File: src/rtl/assert_macros.svh
// Assertion helpers for the state confirmation block.
// In synthesis builds each macro expands to nothing.
`ifndef ASSERT_MACROS_SVH
`define ASSERT_MACROS_SVH

`ifndef SYNTHESIS

// Property must hold at every rising clock edge outside reset.
`define SCMH_ASSERT(label, clk, rst_n, prop) \
    label: assert property (@(posedge clk) disable iff (!rst_n) (prop)) \
        else $error("state confirmation assertion failed");

// Property that spans a clock edge.
`define SCMH_ASSERT_SEQ(label, clk, rst_n, ante, cons) \
    label: assert property (@(posedge clk) disable iff (!rst_n) (ante) |-> (cons)) \
        else $error("state confirmation sequence check failed");

`else

`define SCMH_ASSERT(label, clk, rst_n, prop)
`define SCMH_ASSERT_SEQ(label, clk, rst_n, ante, cons)

`endif

`endif

File: src/rtl/scmh_pkg.sv
`default_nettype none

package scmh_pkg;

    // Field and counter widths.
    localparam int STATE_BITS = 8;
    localparam int CODE_W     = STATE_BITS + 1;
    localparam int COUNT_BITS = 16;
    localparam int CFG_W      = 16;
    localparam int CFG_IDX_W  = 1;
    localparam int TDATA_W    = ((CODE_W + 7) / 8) * 8;

    typedef logic signed [CODE_W-1:0] t_code;
    typedef logic [COUNT_BITS-1:0]    t_count;
    typedef logic [CFG_W-1:0]         t_cfg_word;
    typedef logic [CFG_IDX_W-1:0]     t_cfg_idx;
    typedef logic [TDATA_W-1:0]       t_tdata;

    // Code for "no state" / unknown observation.
    localparam t_code  CODE_NONE = '1;
    localparam t_count COUNT_MAX = '1;
    localparam t_count COUNT_ONE = t_count'(1);

    // Configuration register indexes.
    localparam t_cfg_idx REG_CONFIRM_COUNT = t_cfg_idx'(0);
    localparam t_cfg_idx REG_HOLD_LIMIT    = t_cfg_idx'(1);

    typedef struct packed {
        t_cfg_word confirm_count;
        t_cfg_word hold_limit;
    } t_cfg;

    typedef struct packed {
        t_code  active_state;
        t_code  pending_state;
        t_count pending_run;
        t_count hold_time;
    } t_state;

    // Saturating increment of a counter.
    function automatic t_count count_up(input t_count c);
        count_up = (c == COUNT_MAX) ? COUNT_MAX : c + COUNT_ONE;
    endfunction

endpackage

`default_nettype wire

File: src/rtl/scmh_cfg.sv
`default_nettype none

module scmh_cfg (
    input  wire                  i_clk,
    input  wire                  i_rst_n,
    input  wire                  i_cfg_valid,
    output logic                 o_cfg_ready,
    input  wire scmh_pkg::t_cfg_idx  i_cfg_index,
    input  wire scmh_pkg::t_cfg_word i_cfg_data,
    output scmh_pkg::t_cfg       o_cfg
);
    import scmh_pkg::*;

    t_cfg r_cfg;

    // A configuration word is taken in every cycle.
    assign o_cfg_ready = 1'b1;

    // Register file with reset values of one.
    always_ff @(posedge i_clk) begin
        if (!i_rst_n) begin
            r_cfg.confirm_count <= t_cfg_word'(1);
            r_cfg.hold_limit    <= t_cfg_word'(1);
        end else if (i_cfg_valid) begin
            unique case (i_cfg_index)
                REG_CONFIRM_COUNT: r_cfg.confirm_count <= i_cfg_data;
                REG_HOLD_LIMIT:    r_cfg.hold_limit    <= i_cfg_data;
                default: ;
            endcase
        end
    end

    assign o_cfg = r_cfg;

endmodule

`default_nettype wire

File: src/rtl/scmh_update.sv
`default_nettype none

module scmh_update (
    input  wire scmh_pkg::t_state i_state,
    input  wire scmh_pkg::t_cfg   i_cfg,
    input  wire scmh_pkg::t_code  i_obs,
    output scmh_pkg::t_state      o_state,
    output scmh_pkg::t_code       o_shown
);
    import scmh_pkg::*;

    logic   active_valid;
    logic   obs_unknown;
    t_count hold_inc;
    t_count run_next;
    logic   run_done;
    logic   hold_done;

    assign active_valid = !i_state.active_state[CODE_W-1];
    assign obs_unknown  = i_obs[CODE_W-1];

    // The hold timer advances at the start of every word while a state is active.
    assign hold_inc = active_valid ? count_up(i_state.hold_time) : i_state.hold_time;

    // Run length of the candidate if this word extends or restarts it.
    assign run_next  = (i_obs == i_state.pending_state) ? count_up(i_state.pending_run)
                                                        : COUNT_ONE;
    assign run_done  = (run_next >= i_cfg.confirm_count);
    assign hold_done = (hold_inc > i_cfg.hold_limit);

    always_comb begin
        o_state           = i_state;
        o_state.hold_time = hold_inc;
        o_shown           = CODE_NONE;
        priority if (obs_unknown) begin
            // Unknown observation drops the candidate, active state is kept.
            o_state.pending_state = CODE_NONE;
            o_state.pending_run   = '0;
            o_shown               = CODE_NONE;
        end else if (!active_valid) begin
            // First adoption needs only the confirmation run.
            o_state.pending_state = i_obs;
            o_state.pending_run   = run_next;
            if (run_done) begin
                o_state.active_state = i_obs;
                o_state.hold_time    = COUNT_ONE;
            end
            o_shown = run_done ? i_obs : CODE_NONE;
        end else if (i_obs == i_state.active_state) begin
            o_state.pending_state = CODE_NONE;
            o_state.pending_run   = '0;
            o_shown               = i_state.active_state;
        end else begin
            // A switch needs both the run and the minimum hold.
            o_state.pending_state = i_obs;
            o_state.pending_run   = run_next;
            o_shown               = i_state.active_state;
            if (run_done && hold_done) begin
                o_state.active_state  = i_obs;
                o_state.hold_time     = COUNT_ONE;
                o_state.pending_state = CODE_NONE;
                o_state.pending_run   = '0;
                o_shown               = i_obs;
            end
        end
    end

endmodule

`default_nettype wire

File: src/rtl/state_confirm_min_hold_core.sv
`default_nettype none

// Debounced state confirmation with a minimum hold. Each input word carries one
// observed state code (0 to 255, any negative code means unknown) and yields one
// output word with the confirmed active state, or -1 when no state has been
// adopted yet or the observation is unknown. A candidate is adopted after
// confirm_count identical words in a row; once a state is active, a switch also
// needs the active state to have lasted more than the hold limit (register 1).
// The block takes one word per clock while the output side is ready: the state
// update is a single compare-and-count pass between the state registers and the
// output register, so each result is presented in the cycle after its word is
// taken. Configuration words are accepted at any time but must only be written
// idle.

`include "assert_macros.svh"

module state_confirm_min_hold_core (
    input  wire                      i_clk,
    input  wire                      i_rst_n,
    // Configuration write channel.
    input  wire                      i_cfg_valid,
    output logic                     o_cfg_ready,
    input  wire scmh_pkg::t_cfg_idx  i_cfg_index,
    input  wire scmh_pkg::t_cfg_word i_cfg_data,
    // Input stream.
    input  wire                      s_axis_tvalid,
    output logic                     s_axis_tready,
    input  wire scmh_pkg::t_tdata    s_axis_tdata,  // [8:0] observed_state, rest zero
    // Output stream.
    output logic                     m_axis_tvalid,
    input  wire                      m_axis_tready,
    output scmh_pkg::t_tdata         m_axis_tdata   // [8:0] state_out, rest zero
);
    import scmh_pkg::*;

    t_cfg   cfg;
    t_state r_state;
    t_state n_state;
    t_code  shown;
    t_code  r_out;
    logic   r_out_valid;
    logic   in_fire;

    scmh_cfg u_cfg (
        .i_clk       (i_clk),
        .i_rst_n     (i_rst_n),
        .i_cfg_valid (i_cfg_valid),
        .o_cfg_ready (o_cfg_ready),
        .i_cfg_index (i_cfg_index),
        .i_cfg_data  (i_cfg_data),
        .o_cfg       (cfg)
    );

    scmh_update u_update (
        .i_state (r_state),
        .i_cfg   (cfg),
        .i_obs   (t_code'(s_axis_tdata[CODE_W-1:0])),
        .o_state (n_state),
        .o_shown (shown)
    );

    // Accept a new word whenever the output register is free or being drained.
    assign s_axis_tready = !r_out_valid || m_axis_tready;
    assign in_fire       = s_axis_tvalid && s_axis_tready;

    // State registers.
    always_ff @(posedge i_clk) begin
        if (!i_rst_n) begin
            r_state.active_state  <= CODE_NONE;
            r_state.pending_state <= CODE_NONE;
            r_state.pending_run   <= '0;
            r_state.hold_time     <= '0;
        end else if (in_fire) begin
            r_state <= n_state;
        end
    end

    // Output register.
    always_ff @(posedge i_clk) begin
        if (!i_rst_n) begin
            r_out_valid <= 1'b0;
        end else if (in_fire) begin
            r_out_valid <= 1'b1;
        end else if (m_axis_tready) begin
            r_out_valid <= 1'b0;
        end
    end

    always_ff @(posedge i_clk) begin
        if (in_fire) begin
            r_out <= shown;
        end
    end

    assign m_axis_tvalid = r_out_valid;
    assign m_axis_tdata  = t_tdata'($unsigned(r_out));

    // An active state always has a running hold timer.
    `SCMH_ASSERT(a_hold_nonzero, i_clk, i_rst_n,
        r_state.active_state[CODE_W-1] || (r_state.hold_time != '0))
    // A cleared candidate has no run, a live candidate has one.
    `SCMH_ASSERT(a_run_matches_pending, i_clk, i_rst_n,
        r_state.pending_state[CODE_W-1] == (r_state.pending_run == '0))
    // Once adopted, an active state is never dropped outside reset.
    `SCMH_ASSERT_SEQ(a_active_sticky, i_clk, i_rst_n,
        !$past(r_state.active_state[CODE_W-1]), !r_state.active_state[CODE_W-1])

endmodule

`default_nettype wire

File: config.mk
export PLATFORM = sky130hd
export DESIGN_NAME = state_confirm_min_hold_core
export DESIGN_NICKNAME = d
export VERILOG_FILES = /design/src/rtl/scmh_pkg.sv /design/src/rtl/scmh_cfg.sv /design/src/rtl/scmh_update.sv /design/src/rtl/state_confirm_min_hold_core.sv
export VERILOG_INCLUDE_DIRS = /design/src /design/src/rtl
export SDC_FILE = /design/constraint.sdc
export NUM_CORES = 1
export LEC_CHECK = 0
export BUFFER_PORTS_ARGS = -buffer_cell sky130_fd_sc_hd__buf_2
export CAP_MARGIN = 25
export CORE_MARGIN = 3
export CORE_UTILIZATION = 66
export DETAILED_ROUTE_END_ITERATION = 10
export GPL_TIMING_DRIVEN = 0
export HOLD_SLACK_MARGIN = 0.05
export PLACE_DENSITY = 0.94
export SLEW_MARGIN = 15
export SYNTH_ARGS = -nofsm -noshare
export SYNTH_HDL_FRONTEND = slang
export SYNTH_HIERARCHICAL = 1
export SYNTH_SLANG_ARGS = --single-unit
export TNS_END_PERCENT = 50
File: constraint.sdc
create_clock -name i_clk -period 7.7 [get_ports i_clk]
set_input_delay 1.155 -clock i_clk [delete_from_list [all_inputs] [get_ports i_clk]]
set_output_delay 1.155 -clock i_clk [all_outputs]
set_load 0.1 [all_outputs]
# Word-level counts from Yosys, hierarchy flattened
# Cells that the tools add are included.
dict set report classes {
  add_sub_neg 2
  order_cmp 2
  eq_ne 6
  mux 19
  bitwise_logic 2
  reduce_logical 10
}
# operator count
set ops {}
lappend ops {{16-bit 2-to-1 mux} 7}
lappend ops {{25-bit 2-to-1 mux} 2}
lappend ops {{50-bit 2-to-1 mux} 1}
lappend ops {{49-bit 2-to-1 mux} 1}
lappend ops {{9-bit 2-to-1 mux} 4}
lappend ops {{16-bit by 1-bit adder with 16-bit output, second input constant} 2}
lappend ops {{16-bit equality test, second input constant} 2}
lappend ops {{9-bit equality test} 2}
lappend ops {{16-bit greater-or-equal comparator} 1}
lappend ops {{16-bit greater-than comparator} 1}
lappend ops {{8-bit 2-to-1 mux} 2}
lappend ops {{2-bit AND reduction} 3}
lappend ops {{5-bit AND reduction} 1}
lappend ops {{2-bit nonzero test} 2}
lappend ops {{1-bit logical AND} 2}
lappend ops {{1-bit 2-to-1 mux} 2}
lappend ops {{2-bit by 1-bit inequality test with 1-bit output, second input constant} 1}
lappend ops {{2-bit inequality test, second input constant} 1}
lappend ops {{1-bit inverter} 2}
lappend ops {{1-bit logical NOT} 1}
lappend ops {{1-bit logical OR} 1}
dict set report word_totals {
  reg_bits 92
  in_bits 38
  out_inout_bits 19
  elab_cells 50
}

# Logic depth before layout (Yosys ltp)
dict set report depth {
  ltp_word 9
  depth_mapped 19
  depth_no_buf 16
}

# Hierarchy
# The synthesis kept the hierarchy.
# mod instances cells_per_inst area_per_inst_um2 seq_area_each_um2
set by_module_without_submodules {}
lappend by_module_without_submodules {scmh_update 1 478 3079.2 0.0}
lappend by_module_without_submodules {state_confirm_min_hold_core 1 241 2351.0 1291.2}
lappend by_module_without_submodules {scmh_cfg 1 127 1246.2 640.6}

# Least setup slack after synthesis
# No wires, ideal clock.
dict set report synth_timing {
  kind {input-to-reg}
  start {input port s_axis_tdata[7]}
  end {register r_state[42] (netlist bit)}
  setup_time_ns 0.141
  arrival_ns 4.330
  required_ns 7.559
  path_slack_ns 3.229
  cell_stages 19
  n_path_buf 6
  cell_sequence {buf_2 > xor2_1 > nor4_1 > nand4_1 > clkbuf_1 > clkbuf_1 > a21oi_1 > ha_1 > a21oi_1 > o21ai_1 > a2111o_1 > buf_6 > a21o_1 > buf_6 > buf_12 > a311oi_2 > o311ai_1 > nand3_1 > o211ai_1}
}
dict set report synth_via {
  elab_chain_len 6
  word_cells_on_any_way 9
  cone_classes {1 x order compare; 4 x eq/ne; 1 x mux; 3 x reduce/logical}
}
# element line_no
set synth_rtl {}
lappend synth_rtl {{from (decl)} state_confirm_min_hold_core.sv:28} ;# input wire scmh_pkg::t_tdata s_axis_tdata,
lappend synth_rtl {{9-bit equality test} scmh_update.sv:26} ;# assign run_next = (i_obs == i_state.pending_state) ? count_up(i_state.pending_run)
lappend synth_rtl {{16-bit 2-to-1 mux} scmh_update.sv:26}
lappend synth_rtl {{16-bit greater-or-equal comparator} scmh_update.sv:28} ;# assign run_done = (run_next >= i_cfg.confirm_count);
lappend synth_rtl {{1-bit logical AND} scmh_update.sv:58} ;# if (run_done && hold_done) begin
lappend synth_rtl {{2-bit nonzero test (no source line)} --}
lappend synth_rtl {{5-bit AND reduction (no source line) (*)} --}
lappend synth_rtl {{to (signal assigned)} state_confirm_min_hold_core.sv:74} ;# r_state <= n_state;
lappend synth_rtl {{to (decl)} state_confirm_min_hold_core.sv:37} ;# t_state r_state;
# Mark *: on every way between the ends. The rest lies on a longest branch, timed or not.
# A chain may end at the register's enable or synchronous reset.

==> results.txt <==
Yosys mapped a number of flops with a built-in enable equal to 9. The wire length on met2 is 7560 um, and the initial DRC count is 758. The startpoint of the lowest-slack hold path is u_cfg/o_cfg[10]. Buffers inserted to repair hold after CTS numbered 0.

The logs give 5844 for the number of global-route vias before repair and 1016 for the count of placed standard cells including taps. The max-slew violation count was 0; the width of the chip was 107 um. The min-delay analysis places its worst path in the category reg -> reg.

The commonest non-fill, non-tap cell in the layout was sky130_fd_sc_hd__nand2_1. Start of the worst register-to-register path: r_state[16]. Total setup buffers inserted after CTS: 0.

The initial core utilization came out at 68.0%. The tools report the capture instance of the worst register-to-register path as r_state[7]. The tools report the portion of the post-synthesis area used by sequential elements as 28.9%. The flow ran to the end, and the final reports show no timing, DRC or antenna violations. Standard-cell row count: 36. The signal on the critical path passes through clkbuf_1, xor2_1, nor4_1, nand4_1, clkbuf_1, clkbuf_1, nor2_1, ha_1, nand4_1, nor3_2, a21oi_4, nor2_1, clkbuf_2, a21boi_0, nand2_1, mux2i_1. The setup check on the worst reg-to-reg path leaves a slack of 3.20 ns.

The run gives 1032 as the number of non-filler instances in the completed layout. For this run, design rule violations remaining after detail routing come to 0. The number of routed nets with antenna violations is 0, and the TritonCTS sink count is 92.

The global-route usage over all layers is 29.2%. The die is 107 um tall. The clock period could shrink to 5.06 ns. The tools report the number of max-cap violations as 0.

The post-route netlist has 12.1% of its cells at a drive strength greater than 1. The count of mapped cells out of synthesis was 846; the arrival time at the worst endpoint was 5.33 ns. The floorplan step defined a die boundary enclosing 11400 um2. Type of element launching the critical path: a primary input.

The logs give 0.0198 ns for the largest clock skew in the final design and 73.5% for the core utilization of the finished layout. Hold is met by 0.461 ns. 0 antenna diodes ended up in the layout.

The final period utilization works out to 65.7%. The depth of the CTS H-tree is 3, and the number of cell instances on the worst register-to-register path is 16. Share of flip-flops with an asynchronous set or reset: 0%. Post-layout net count: 966. Summed over all failing endpoints, the final setup total negative slack is 0 ns. The tools report the CTS root buffer as sky130_fd_sc_hd__clkbuf_8. Dividing the detail-routed via count by the number of cells gives 5.90. Among the stages of the critical path, the cell type that occurs most often is sky130_fd_sc_hd__clkbuf_1.

In the layout the commonest cells are sky130_fd_sc_hd__nand2_1 (145), sky130_fd_sc_hd__dfxtp_1 (83), sky130_fd_sc_hd__mux2i_1 (71). The clock passes through at most 2 buffers. Number of detailed-route iterations in the first pass: 5.

Total of cells resized after clock tree synthesis: 0. The tools report the total power of the final layout as 1.14 mW. Setup repair after global routing left no endpoint under its margin. The tools report the total wire length after detailed routing as 16300 um.

The uppermost metal layer occupied by signal nets is met4. The worst-margin pin slew works out to 0.885 ns. The global-route wire length before repair was 27200 um.

Detailed placement finished with a half-perimeter wire length of 12000 um. Summing every instance area after synthesis gives 6680 um2. In this run the tightest slew margin relative to its limit is 40.7%. The run gives 19 as the largest net degree at the start of global routing.

The average cell area after synthesis is 7.89 um2, and the count of warnings emitted by yosys is 6. In the final routing, the length of wire on met1 measures 6930 um. The static power due to leakage is 3.07 nW, and the maximum vdd drop is 0.112 mV. Critical-path cell with the highest stage delay: sky130_fd_sc_hd__nor3_2.

The total number of vias was 6091; the met3 wirelength from detailed routing was 1190 um. The count of buffers added on input and output ports is 31. TritonCTS built the clock tree. Terminating pin of the worst hold path: u_cfg/o_cfg[10]. In the final routed layout, each cell accounts on average for 15.8 um. The worst setup path is captured at a register. The number of instances on the worst hold path works out to 2. The number of register bits inferred by synthesis is 92, and the clock insertion delay at the later pin of the skew report is 0.38 ns.

The placeable core area came out at 9820 um2. The tools report the worst endpoint required time as 7.97 ns. The highest attainable clock frequency is 0.198 GHz, and the delay contributed by the slowest stage of the critical path is 0.77 ns.

The logs give 0 for the sum of overflow across all layers after global routing and 57 for the I/O pin total. The post-synthesis cell type count was 64; the power density over the cells was 158 nW/um2. The most used flip-flop cell after synthesis is sky130_fd_sc_hd__dfxtp_1.

Start-to-end type of the worst setup path: in -> reg. The run gives 0 as the number of hold-slack violations in the final timing report. For the number of antenna violations at the first check in global routing, the log shows 0.

The congestion estimate from routability-driven global placement came to 0.959. The clock input transition at the sequential cells of the worst setup and hold paths is 0.09 ns, and the maximum fanout encountered on the critical timing path is 10. The tools report the number of buffers inserted during clock tree synthesis as 9. Setup violations remaining at the end of the flow were counted as 0. The layout-stage area growth over the synthesis result is 8.17%.
[layout make-up]
type / instances / area, um2
fillers: 751 / 2600
multi-input cells: 625 / 4080
repair buffers: 31 / 155
plain buffers: 72 / 453
flip-flops and latches: 92 / 1930
clock inverters: 5 / 60.1
well taps: 133 / 166
clock buffers: 11 / 141
inverters: 63 / 236
[registers in the layout (all words and copies together), names as in the netlist]
signal	cells
r_state	50
u_cfg/o_cfg	32
r_out	9
m_axis_tvalid	1
[cells by family (layout without fill, tap and decap cells)]
logic type | Yosys count | count (layout) | synth area share [%]
multiplexers | 72 | 72 | 10.8
flip-flops | 92 | 92 | 28.9
adder cells (fa/ha/maj) | 34 | 34 | 6.37
AND/OR/NAND/NOR | 350 | 350 | 25.4
AO/OA/AOI/OAI | 125 | 125 | 13.3
XOR/XNOR | 36 | 36 | 4.72
other | 2 | 8 | 0.112
buffers and inverters | 135 | 182 | 10.3
[power by group]
group | leakage [nW] | total (mW) | switching (mW) | internal (mW)
Sequential | 0.749 | 0.521 | 0.0167 | 0.504
Combinational | 2.23 | 0.272 | 0.176 | 0.0957
Clock | 0.0999 | 0.345 | 0.185 | 0.160
[critical path: cells and delay by family]
family	cells	cell delay [ns]
AO/OA/AOI/OAI	2	0.28
XOR/XNOR	1	0.18
adder cells (fa/ha/maj)	1	0.31
buffers and inverters	4	1.46
multiplexers	1	0.07
AND/OR/NAND/NOR	7	1.86
[cells in the mapped netlist, types with 6 or more instances]
library cell	instances	area share, %
sky130_fd_sc_hd__a211oi_1	18	2.0
sky130_fd_sc_hd__a21boi_0	9	1.0
sky130_fd_sc_hd__a21boi_1	7	0.79
sky130_fd_sc_hd__a21oi_1	25	1.9
sky130_fd_sc_hd__and2_1	12	1.1
sky130_fd_sc_hd__and3_1	22	2.1
sky130_fd_sc_hd__buf_1	6	0.34
sky130_fd_sc_hd__buf_2	19	1.4
sky130_fd_sc_hd__buf_4	9	1.0
sky130_fd_sc_hd__buf_6	10	1.7
sky130_fd_sc_hd__clkbuf_1	22	1.2
sky130_fd_sc_hd__dfxtp_1	83	25
sky130_fd_sc_hd__edfxtp_1	9	4.0
sky130_fd_sc_hd__ha_1	34	6.4
sky130_fd_sc_hd__inv_1	63	3.5
sky130_fd_sc_hd__mux2i_1	71	11
sky130_fd_sc_hd__nand2_1	145	8.2
sky130_fd_sc_hd__nand3_1	37	2.8
sky130_fd_sc_hd__nand4_1	26	2.4
sky130_fd_sc_hd__nor2_1	42	2.4
sky130_fd_sc_hd__nor2b_1	15	1.4
sky130_fd_sc_hd__nor3_1	22	1.6
sky130_fd_sc_hd__o211ai_1	20	2.2
sky130_fd_sc_hd__o21ai_0	16	1.2
sky130_fd_sc_hd__o311ai_1	8	1.0
sky130_fd_sc_hd__xnor2_1	14	1.8
sky130_fd_sc_hd__xor2_1	22	2.9
[worst max-delay path by stage]
stage	to	startpoint	slack (ns)
CTS	r_state[7]	s_axis_tdata[3]	2.74
floorplan	r_state[42]	s_axis_tdata[7]	3.23
global placement	r_state[49]	s_axis_tdata[3]	2.45
global route	r_state[8]	s_axis_tdata[3]	2.35
finish	r_state[7]	s_axis_tdata[3]	2.64
detailed placement	r_state[49]	s_axis_tdata[3]	2.33
[metrics by stage]
stage,setup WS (ns),area (um2)
CTS,2.74,7220
finish,2.64,7220
floorplan,3.23,6700
global route,2.35,7220
detailed placement,2.33,7020
global placement,2.45,7020
[routing by layer]
layer | vias up | GRT usage [%]
li1 | 2989 | -
met1 | 2776 | 37.5
met2 | 273 | 47.7
met3 | 53 | 4.82
met4 | 0 | 14.2
met5 | - | 0
(Power assumes the default switching activity.)
